**src/sv/dspf_pkg.sv**
```systemverilog
// ---------------------------------------------------------------------------
// dspf_pkg - shared types and helpers for the damped spring point follower
// Coordinate format, commands, register indexes, sequencer states and the
// rounding and saturation helpers used by the datapath.
// ---------------------------------------------------------------------------
package dspf_pkg;

    localparam int COORD_WIDTH = 24;
    localparam int GAIN_WIDTH  = 16;
    localparam int FRAC_GAIN   = 16;
    localparam int FRAC_MASS   = 8;

    // difference, temporary (velocity + accel) and product widths
    localparam int DIFF_WIDTH = COORD_WIDTH + 1;
    localparam int TMP_WIDTH  = COORD_WIDTH + 10;
    localparam int OPB_WIDTH  = GAIN_WIDTH + 1;
    localparam int PROD_WIDTH = TMP_WIDTH + OPB_WIDTH;
    localparam int ACC_WIDTH  = 34;
    localparam int NEAR_BITS  = 16;

    localparam logic [GAIN_WIDTH-1:0] RST_SPRING   = 16'd3932;
    localparam logic [GAIN_WIDTH-1:0] RST_DAMPING  = 16'd45875;
    localparam logic [GAIN_WIDTH-1:0] RST_INV_MASS = 16'd256;
    localparam logic [GAIN_WIDTH-1:0] RST_DEADBAND = 16'd66;

    localparam logic signed [PROD_WIDTH-1:0] SAT_HI =
        PROD_WIDTH'((64'sd1 <<< (COORD_WIDTH - 1)) - 64'sd1);
    localparam logic signed [PROD_WIDTH-1:0] SAT_LO = -SAT_HI - PROD_WIDTH'(1);

    typedef enum logic [1:0] {
        CMD_TARGET     = 2'd0,
        CMD_ACTIVATE   = 2'd1,
        CMD_DEACTIVATE = 2'd2,
        CMD_CLEAR      = 2'd3
    } t_cmd;

    typedef enum logic [1:0] {
        REG_SPRING   = 2'd0,
        REG_DAMPING  = 2'd1,
        REG_INV_MASS = 2'd2,
        REG_DEADBAND = 2'd3
    } t_reg_idx;

    typedef enum logic [3:0] {
        ST_IDLE,
        ST_SEED,
        ST_SQ_MUL,
        ST_SQ_ACC,
        ST_NEAR,
        ST_K_MUL,
        ST_K_RND,
        ST_M_MUL,
        ST_M_RND,
        ST_D_MUL,
        ST_D_RND,
        ST_P_UPD,
        ST_FIN
    } t_state;

    typedef struct packed {
        logic [1:0]                    command;
        logic signed [COORD_WIDTH-1:0] target_x;
        logic signed [COORD_WIDTH-1:0] target_y;
        logic signed [COORD_WIDTH-1:0] target_z;
    } t_in_item;

    typedef struct packed {
        logic signed [COORD_WIDTH-1:0] point_x;
        logic signed [COORD_WIDTH-1:0] point_y;
        logic signed [COORD_WIDTH-1:0] point_z;
    } t_out_item;

    // divide by 2^s, round to nearest, ties away from zero
    function automatic logic signed [PROD_WIDTH-1:0] f_rnd(
        input logic signed [PROD_WIDTH-1:0] x,
        input logic [4:0]                   s
    );
        logic signed [PROD_WIDTH-1:0] one;
        logic signed [PROD_WIDTH-1:0] half;
        logic signed [PROD_WIDTH-1:0] t;
        one  = PROD_WIDTH'(1);
        half = one <<< (s - 5'd1);
        t    = x + half - PROD_WIDTH'(x[PROD_WIDTH-1]);
        return t >>> s;
    endfunction

    function automatic logic signed [COORD_WIDTH-1:0] f_sat(
        input logic signed [PROD_WIDTH-1:0] x
    );
        logic signed [PROD_WIDTH-1:0] y;
        if (x > SAT_HI) begin
            y = SAT_HI;
        end else if (x < SAT_LO) begin
            y = SAT_LO;
        end else begin
            y = x;
        end
        return y[COORD_WIDTH-1:0];
    endfunction

endpackage

```
**src/sv/damped_spring_point_follower.sv**
```systemverilog
// ---------------------------------------------------------------------------
// damped_spring_point_follower - 3D tracked point chasing target points
// Damped spring update per axis on one shared multiplier, with deadband
// rejection, trail seeding, saturation and an output register.
// ---------------------------------------------------------------------------
//  channel | signals                               | transfer when
//  --------+---------------------------------------+-------------------------
//  in      | i_in_valid, o_in_ready, i_in_data     | i_in_valid & o_in_ready
//  out     | o_out_valid, i_out_ready, o_out_data  | o_out_valid & i_out_ready
//  cfg     | i_cfg_we, i_cfg_index, i_cfg_data     | i_cfg_we
//
//  Commands other than a new target complete in idle. A first target (seed)
//  copies the target; a target inside the deadband stops after the squared
//  distance; a full update runs on the single multiplier: squared distance
//  per axis, then spring, mass and damping products and position add per axis.
//  Reset is synchronous, active low. A stalled output holds the block in its
//  final state until the output register frees up; o_in_ready only in idle.
// ---------------------------------------------------------------------------
module damped_spring_point_follower
    import dspf_pkg::*;
(
    input  logic                  i_clk,
    input  logic                  i_rst_n,
    input  logic                  i_in_valid,
    output logic                  o_in_ready,
    input  t_in_item              i_in_data,
    output logic                  o_out_valid,
    input  logic                  i_out_ready,
    output t_out_item             o_out_data,
    input  logic                  i_cfg_we,
    input  logic [1:0]            i_cfg_index,
    input  logic [GAIN_WIDTH-1:0] i_cfg_data
);

    localparam logic [1:0] LAST_AXIS = 2'd2;

    t_state r_state, n_state;

    logic [GAIN_WIDTH-1:0] r_spring, r_damping, r_inv_mass, r_deadband;

    logic signed [COORD_WIDTH-1:0] r_pos [3];
    logic signed [COORD_WIDTH-1:0] r_vel [3];
    logic signed [COORD_WIDTH-1:0] r_tgt [3];

    logic                         r_trail, r_active;
    logic [1:0]                   r_axis;
    logic signed [PROD_WIDTH-1:0] r_prod;
    logic signed [TMP_WIDTH-1:0]  r_tmp;
    logic [ACC_WIDTH-1:0]         r_acc;
    logic                         r_far;
    logic                         r_out_valid;
    t_out_item                    r_out;

    logic                         in_xfer, out_free;
    logic signed [DIFF_WIDTH-1:0] d_cur, nd_cur;
    logic                         d_small;
    logic signed [TMP_WIDTH-1:0]  mul_a;
    logic signed [OPB_WIDTH-1:0]  mul_b;
    logic signed [PROD_WIDTH-1:0] prod;
    logic signed [PROD_WIDTH-1:0] rnd_gain, rnd_mass, pos_sum;

    assign o_in_ready  = (r_state == ST_IDLE);
    assign in_xfer     = i_in_valid && o_in_ready;
    assign out_free    = !r_out_valid || i_out_ready;
    assign o_out_valid = r_out_valid;
    assign o_out_data  = r_out;

    assign d_cur  = DIFF_WIDTH'(r_pos[r_axis]) - DIFF_WIDTH'(r_tgt[r_axis]);
    assign nd_cur = DIFF_WIDTH'(r_tgt[r_axis]) - DIFF_WIDTH'(r_pos[r_axis]);
    assign d_small = (d_cur[DIFF_WIDTH-1:NEAR_BITS] == '0)
                  || ((d_cur[DIFF_WIDTH-1:NEAR_BITS] == '1)
                      && (d_cur[NEAR_BITS-1:0] != '0));

    // shared multiplier operand select
    always_comb begin
        mul_a = '0;
        mul_b = '0;
        case (r_state)
            ST_SQ_MUL: begin
                mul_a = TMP_WIDTH'(d_cur);
                mul_b = d_cur[OPB_WIDTH-1:0];
            end
            ST_K_MUL: begin
                mul_a = TMP_WIDTH'(nd_cur);
                mul_b = signed'({1'b0, r_spring});
            end
            ST_M_MUL: begin
                mul_a = r_tmp;
                mul_b = signed'({1'b0, r_inv_mass});
            end
            ST_D_MUL: begin
                mul_a = r_tmp;
                mul_b = signed'({1'b0, r_damping});
            end
            default: begin
                mul_a = '0;
                mul_b = '0;
            end
        endcase
    end

    assign prod     = PROD_WIDTH'(mul_a) * PROD_WIDTH'(mul_b);
    assign rnd_gain = f_rnd(r_prod, 5'(FRAC_GAIN));
    assign rnd_mass = f_rnd(r_prod, 5'(FRAC_MASS));
    assign pos_sum  = PROD_WIDTH'(r_pos[r_axis]) + PROD_WIDTH'(r_vel[r_axis]);

    always_ff @(posedge i_clk) begin
        if (!i_rst_n) begin
            r_state <= ST_IDLE;
        end else begin
            r_state <= n_state;
        end
    end

    always_comb begin
        n_state = r_state;
        case (r_state)
            ST_IDLE: begin
                if (in_xfer && (i_in_data.command == CMD_TARGET) && r_active) begin
                    n_state = r_trail ? ST_SQ_MUL : ST_SEED;
                end
            end
            ST_SEED:   n_state = ST_FIN;
            ST_SQ_MUL: n_state = ST_SQ_ACC;
            ST_SQ_ACC: n_state = (r_axis == LAST_AXIS) ? ST_NEAR : ST_SQ_MUL;
            ST_NEAR: begin
                if (!r_far && (r_acc < ACC_WIDTH'(r_deadband))) begin
                    n_state = ST_IDLE;
                end else begin
                    n_state = ST_K_MUL;
                end
            end
            ST_K_MUL:  n_state = ST_K_RND;
            ST_K_RND:  n_state = ST_M_MUL;
            ST_M_MUL:  n_state = ST_M_RND;
            ST_M_RND:  n_state = ST_D_MUL;
            ST_D_MUL:  n_state = ST_D_RND;
            ST_D_RND:  n_state = ST_P_UPD;
            ST_P_UPD:  n_state = (r_axis == LAST_AXIS) ? ST_FIN : ST_K_MUL;
            ST_FIN: begin
                if (out_free) begin
                    n_state = ST_IDLE;
                end
            end
            default:   n_state = ST_IDLE;
        endcase
    end

    // configuration
    always_ff @(posedge i_clk) begin
        if (!i_rst_n) begin
            r_spring   <= RST_SPRING;
            r_damping  <= RST_DAMPING;
            r_inv_mass <= RST_INV_MASS;
            r_deadband <= RST_DEADBAND;
        end else if (i_cfg_we) begin
            case (t_reg_idx'(i_cfg_index))
                REG_SPRING:   r_spring   <= i_cfg_data;
                REG_DAMPING:  r_damping  <= i_cfg_data;
                REG_INV_MASS: r_inv_mass <= i_cfg_data;
                REG_DEADBAND: r_deadband <= i_cfg_data;
                default:      r_spring   <= r_spring;
            endcase
        end
    end

    // control flags and output register
    always_ff @(posedge i_clk) begin
        if (!i_rst_n) begin
            r_trail     <= 1'b0;
            r_active    <= 1'b1;
            r_out_valid <= 1'b0;
            r_axis      <= '0;
        end else begin
            if ((r_state == ST_FIN) && out_free) begin
                r_out_valid <= 1'b1;
            end else if (i_out_ready) begin
                r_out_valid <= 1'b0;
            end
            case (r_state)
                ST_IDLE: begin
                    r_axis <= '0;
                    if (in_xfer) begin
                        case (t_cmd'(i_in_data.command))
                            CMD_ACTIVATE: r_active <= 1'b1;
                            CMD_DEACTIVATE: begin
                                r_active <= 1'b0;
                                r_trail  <= 1'b0;
                            end
                            CMD_CLEAR:    r_trail <= 1'b0;
                            default:      r_trail <= r_trail;
                        endcase
                    end
                end
                ST_SQ_ACC: r_axis <= (r_axis == LAST_AXIS) ? 2'd0 : r_axis + 2'd1;
                ST_P_UPD:  r_axis <= (r_axis == LAST_AXIS) ? 2'd0 : r_axis + 2'd1;
                ST_FIN: begin
                    if (out_free) begin
                        r_trail <= 1'b1;
                    end
                end
                default:   r_axis <= r_axis;
            endcase
        end
    end

    // datapath
    always_ff @(posedge i_clk) begin
        if (!i_rst_n) begin
            for (int i = 0; i < 3; i++) begin
                r_pos[i] <= '0;
                r_vel[i] <= '0;
            end
        end else begin
            r_prod <= prod;
            case (r_state)
                ST_IDLE: begin
                    r_tgt[0] <= i_in_data.target_x;
                    r_tgt[1] <= i_in_data.target_y;
                    r_tgt[2] <= i_in_data.target_z;
                    r_acc    <= '0;
                    r_far    <= 1'b0;
                end
                ST_SEED: begin
                    for (int i = 0; i < 3; i++) begin
                        r_pos[i] <= r_tgt[i];
                        r_vel[i] <= '0;
                    end
                end
                ST_SQ_MUL: r_far <= r_far || !d_small;
                ST_SQ_ACC: r_acc <= r_acc + r_prod[ACC_WIDTH-1:0];
                ST_K_RND:  r_tmp <= rnd_gain[TMP_WIDTH-1:0];
                ST_M_RND:  r_tmp <= TMP_WIDTH'(r_vel[r_axis]) + rnd_mass[TMP_WIDTH-1:0];
                ST_D_RND:  r_vel[r_axis] <= f_sat(rnd_gain);
                ST_P_UPD:  r_pos[r_axis] <= f_sat(pos_sum);
                ST_FIN: begin
                    if (out_free) begin
                        r_out.point_x <= r_pos[0];
                        r_out.point_y <= r_pos[1];
                        r_out.point_z <= r_pos[2];
                    end
                end
                default:   r_tmp <= r_tmp;
            endcase
        end
    end

endmodule
```
**config.mk**
```make
export PLATFORM = sky130hd
export DESIGN_NAME = damped_spring_point_follower
export DESIGN_NICKNAME = d
export VERILOG_FILES = /design/src/sv/dspf_pkg.sv /design/src/sv/damped_spring_point_follower.sv
export SDC_FILE = /design/constraint.sdc
export NUM_CORES = 2
export LEC_CHECK = 0
export ABC_AREA = 1
export ABC_CLOCK_PERIOD_IN_PS = 12000
export BUFFER_PORTS_ARGS = -buffer_cell sky130_fd_sc_hd__buf_2
export CAP_MARGIN = 0
export CORE_UTILIZATION = 55
export DETAILED_ROUTE_END_ITERATION = 10
export PLACE_DENSITY = 0.81
export SETUP_SLACK_MARGIN = 0.2
export SYNTH_ARGS = -nofsm -noshare
export SYNTH_HDL_FRONTEND = slang
export SYNTH_SLANG_ARGS = --single-unit
```
**constraint.sdc**
```tcl
create_clock -name i_clk -period 12 [get_ports i_clk]
set_clock_uncertainty 0.05 [all_clocks]
set_input_delay 0.6 -clock i_clk [delete_from_list [all_inputs] [get_ports i_clk]]
set_output_delay 0.6 -clock i_clk [all_outputs]
set_load 0.02 [all_outputs]
```
==> key figures <==
STA
  • Final worst slack: 1080 ps
  • Slew @ Worst Pin: 1300 ps
  • Final setup TNS: 0 ps
  • Worst rel slew slack: 13.4%
  • Fin. Hold Viols: 0
  • Slew Limit Fails: 0
  • RSZ-0062 raised after global routing: false
  • Final period util: 91.0%
  • Final setup vio count: 0
  • Max Fclk: 91.6 MHz
  • Min Tclk post-route: 10,920 ps

Yosys
  • Main combinational cell family by area after synthesis: adder cells
  • Synth Register Bits: 531
  • Average size of a mapped cell: 7.95 sq um
  • Synthesized cell area: 55,200 sq um
  • Synth Flop Type: edfxtp_1
  • Mux contribution to synthesized area: 0%
  • Synth Area in Compound Gates: 11.3%
  • Post-synthesis adder-cell area fraction: 27.6%
  • Post-synthesis net count: 7,926
  • Simple-gate area share of the yosys netlist: 19.0%
  • Post-synthesis cell count: 6,944
  • Ys async rst share: 0%
  • Distinct cells, synth: 64
  • Post-synthesis sequential area ratio: 27.5%
  • Synth Area in XOR/XNOR: 2.65%
  • Post-synth EDFFs: 456
  • Synth Warn #: 0

Drt
  • Remaining DRCs: 0
  • Drt first pass iters: 8
  • Routed Antenna Nets: 0
  • WL final: 180 mm
  • Avg WL per Cell: 21.4 um
  • Via count: 48,000
  • Vias per std cell: 5.71
  • Iter 0 DRT Violations: 5,622

Status
  • Status: completed

Pwr
  • VDD IR max: 0.142 mV
  • Leak: 30.9 nW
  • Pwr dens: 128 nW/um^2

GRT
  • Initial antenna violation count: 8
  • Pin count of the biggest net entering global routing: 84
  • First-pass GRT wire length: 273 mm
  • Gr usage total: 35.2%
  • GRT overflow: 0
  • Vias in the first global route: 47,400

Clock network
  • H-tree Lvls: 2
  • CTS tree: built
  • CTS Root Buffer Type: clkbuf_16
  • Maximum clock path buffer count: 3
  • Setup bufs post-CTS: 0
  • Clock latency on the worst-skew pair: 690 ps
  • Reg clk slew, reported paths: 60 ps
  • # clock sinks: 531
  • CTS buffer count: 57

Cells and area
  • Area delta synth->final: 7.90%
  • Net count, final: 8,038
  • Register area: 15,200 sq um
  • Number of fill cells: 8,577
  • Most common cell after layout, fill and taps aside: nand2_1
  • Layout cells sized above 1: 7.45%
  • Commonest cells after routing, fill and taps aside: nand2_1, inv_1, fa_1
  • Final core utilization: 60.2%
  • Multi-input gate area: 33,500 sq um

Place
  • DP HPWL: 143 mm
  • RePlAce Congestion: 1.07
  • Port-buffer cells: 170
  • Worst slack, placed: 1440 ps

Setup path
  • Max incr delay on CP: 880 ps
  • R2R Setup Slk: 1080 ps
  • Startpoint Class: register
  • WP data arrival: 11,240 ps
  • Crit path to: r_prod[44]
  • Critical path class: register to register
  • Most common cell type on the critical path: nand2_1
  • Critical path fanouts, max: 44
  • Slowest CP cell: nand3_1
  • Worst Path Required: 12,330 ps
  • Worst Reg-to-Reg Cells: 39
  • CP endpoint kind: register
  • Crit Reg-Reg Endpoint: r_prod[44]

Die
  • Row cnt: 115
  • Core ar.: 98,900 sq um
  • Die ar.: 102,000 sq um
  • Initial Util: 55.8%
  • Num ports: 171
  • Die Height: 319 um
  • Die extent in x: 319 um

Flow run
  • Max_cap viols: 0

Hold path
  • Hold WC Path Type: primary input to register
[cell usage after synthesis, types with 4 or more instances]
cell | count | area (sq um)
a211oi_1 | 9 | 67.6
a21boi_0 | 5 | 37.5
a21o_1 | 24 | 180
a21oi_1 | 412 | 2060
a21oi_2 | 54 | 473
a221oi_1 | 13 | 114
a31oi_1 | 37 | 231
a32oi_1 | 24 | 210
and2_1 | 4 | 25.0
buf_1 | 11 | 41.3
buf_2 | 38 | 190
buf_4 | 12 | 90.1
buf_6 | 6 | 67.6
clkbuf_1 | 142 | 533
clkbuf_2 | 5 | 25.0
clkinv_1 | 7 | 26.3
dfxtp_1 | 75 | 1500
edfxtp_1 | 456 | 13700
fa_1 | 556 | 11100
ha_1 | 329 | 4120
inv_1 | 1449 | 5440
inv_2 | 22 | 82.6
nand2_1 | 1720 | 6460
nand2_2 | 17 | 106
nand2_4 | 21 | 236
nand3_1 | 169 | 846
nand3_2 | 4 | 40.0
nand3b_1 | 5 | 37.5
nand4_1 | 38 | 238
nor2_1 | 492 | 1850
nor2_2 | 16 | 100
nor2_4 | 5 | 56.3
nor3_1 | 41 | 205
nor4_1 | 19 | 119
o211ai_1 | 40 | 300
o21a_1 | 16 | 120
o21ai_0 | 367 | 1840
o21ai_1 | 8 | 40.0
o21bai_1 | 20 | 150
o22ai_1 | 30 | 188
o31ai_1 | 6 | 45.0
or2_2 | 20 | 125
xnor2_1 | 58 | 508
xor2_1 | 109 | 955
[state kept, by name (all words and copies together) (netlist names), named ones only]
name / flops
r_prod: 51
r_pos: 96
o_out_data: 72
r_state: 4
r_vel: 96
r_far: 1
r_damping: 16
r_active: 1
r_trail: 1
r_axis: 2
r_tmp: 34
r_inv_mass: 16
r_spring: 16
o_out_valid: 1
r_deadband: 16
r_acc: 34
r_tgt: 72
[kinds of logic after synthesis]
group           Yosys count
compound gates         1085
xor+xnor                167
fa+ha+maj               885
buf+inv                1694
flops                   531
other cells               1
simple gates           2581
[where the power goes]
| group | internal [mW] | switching, mW | total (mW) |
|---|---|---|---|
| clock | 1.06 | 0.786 | 1.85 |
| combinational | 0.893 | 2.38 | 3.27 |
| sequential | 2.37 | 0.146 | 2.52 |
| total | 4.33 | 3.31 | 7.63 |
[stage by stage]
step | cell area (sq um) | total power, mW | hold slack, ps | instances
2_1_floorplan | 55200 | 4.65 | 375 | 6944
3_3_place_gp | 57400 | 5.67 | 384 | 8267
3_5_place_dp | 57400 | 5.70 | 385 | 8267
4_1_cts | 59500 | 7.56 | 1.53 | 8391
5_1_grt | 59500 | 7.99 | 36.7 | 8392
6_report | 59600 | 7.63 | 40.8 | 8396
[cell type report]
cell class / count / area share (%)
Multi-Input combinational cell: 4719 / 56.3
Sequential cell: 531 / 25.5
Clock buffer: 76 / 2.63
Inverter: 1478 / 9.32
Antenna cell: 5 / 0.0210
Tap cell: 1287 / 2.70
Clock inverter: 31 / 0.712
Timing Repair Buffer: 269 / 2.77
[how the worst min path moves through the flow]
stage | to | slack, ps | depth (start not counted) | from
after floorplan | r_inv_mass[13] | 370 | 2 | r_inv_mass[13]
after global placement | r_inv_mass[13] | 380 | 2 | r_inv_mass[13]
after detailed placement | o_out_data[39] | 380 | 0 | r_pos[1][15]
after CTS | r_tgt[0][14] | 2 | 1 | i_in_data[62]
after global routing | r_tgt[1][8] | 40 | 1 | i_in_data[32]
final | r_tgt[0][15] | 40 | 1 | i_in_data[63]
[critical path, delay by kind of cell (launching register included)]
kind                     cells  cell delay, ps
buffers and inverters       10            1640
AO/OA/AOI/OAI                7            2190
flip-flops                   1             320
AND/OR/NAND/NOR             14            2480
adder cells (fa/ha/maj)      8            3840
[metal layers]
layer	vias up	share of wire, %	track usage (%)
met4	2	6.0	18.6
met3	466	9.7	6.26
met2	2599	47	57.6
li1	22000	-	-
met1	22900	38	44.6
met5	-	0.0072	0
[what timing repair did]
| item | in CTS | in global routing |
|---|---|---|
| hold buffers | 17 | 0 |
| hold endpoints to repair | 17 | 0 |
| resized for setup | 0 | 0 |
No activity file was read; power rests on OpenSTA's default activity.
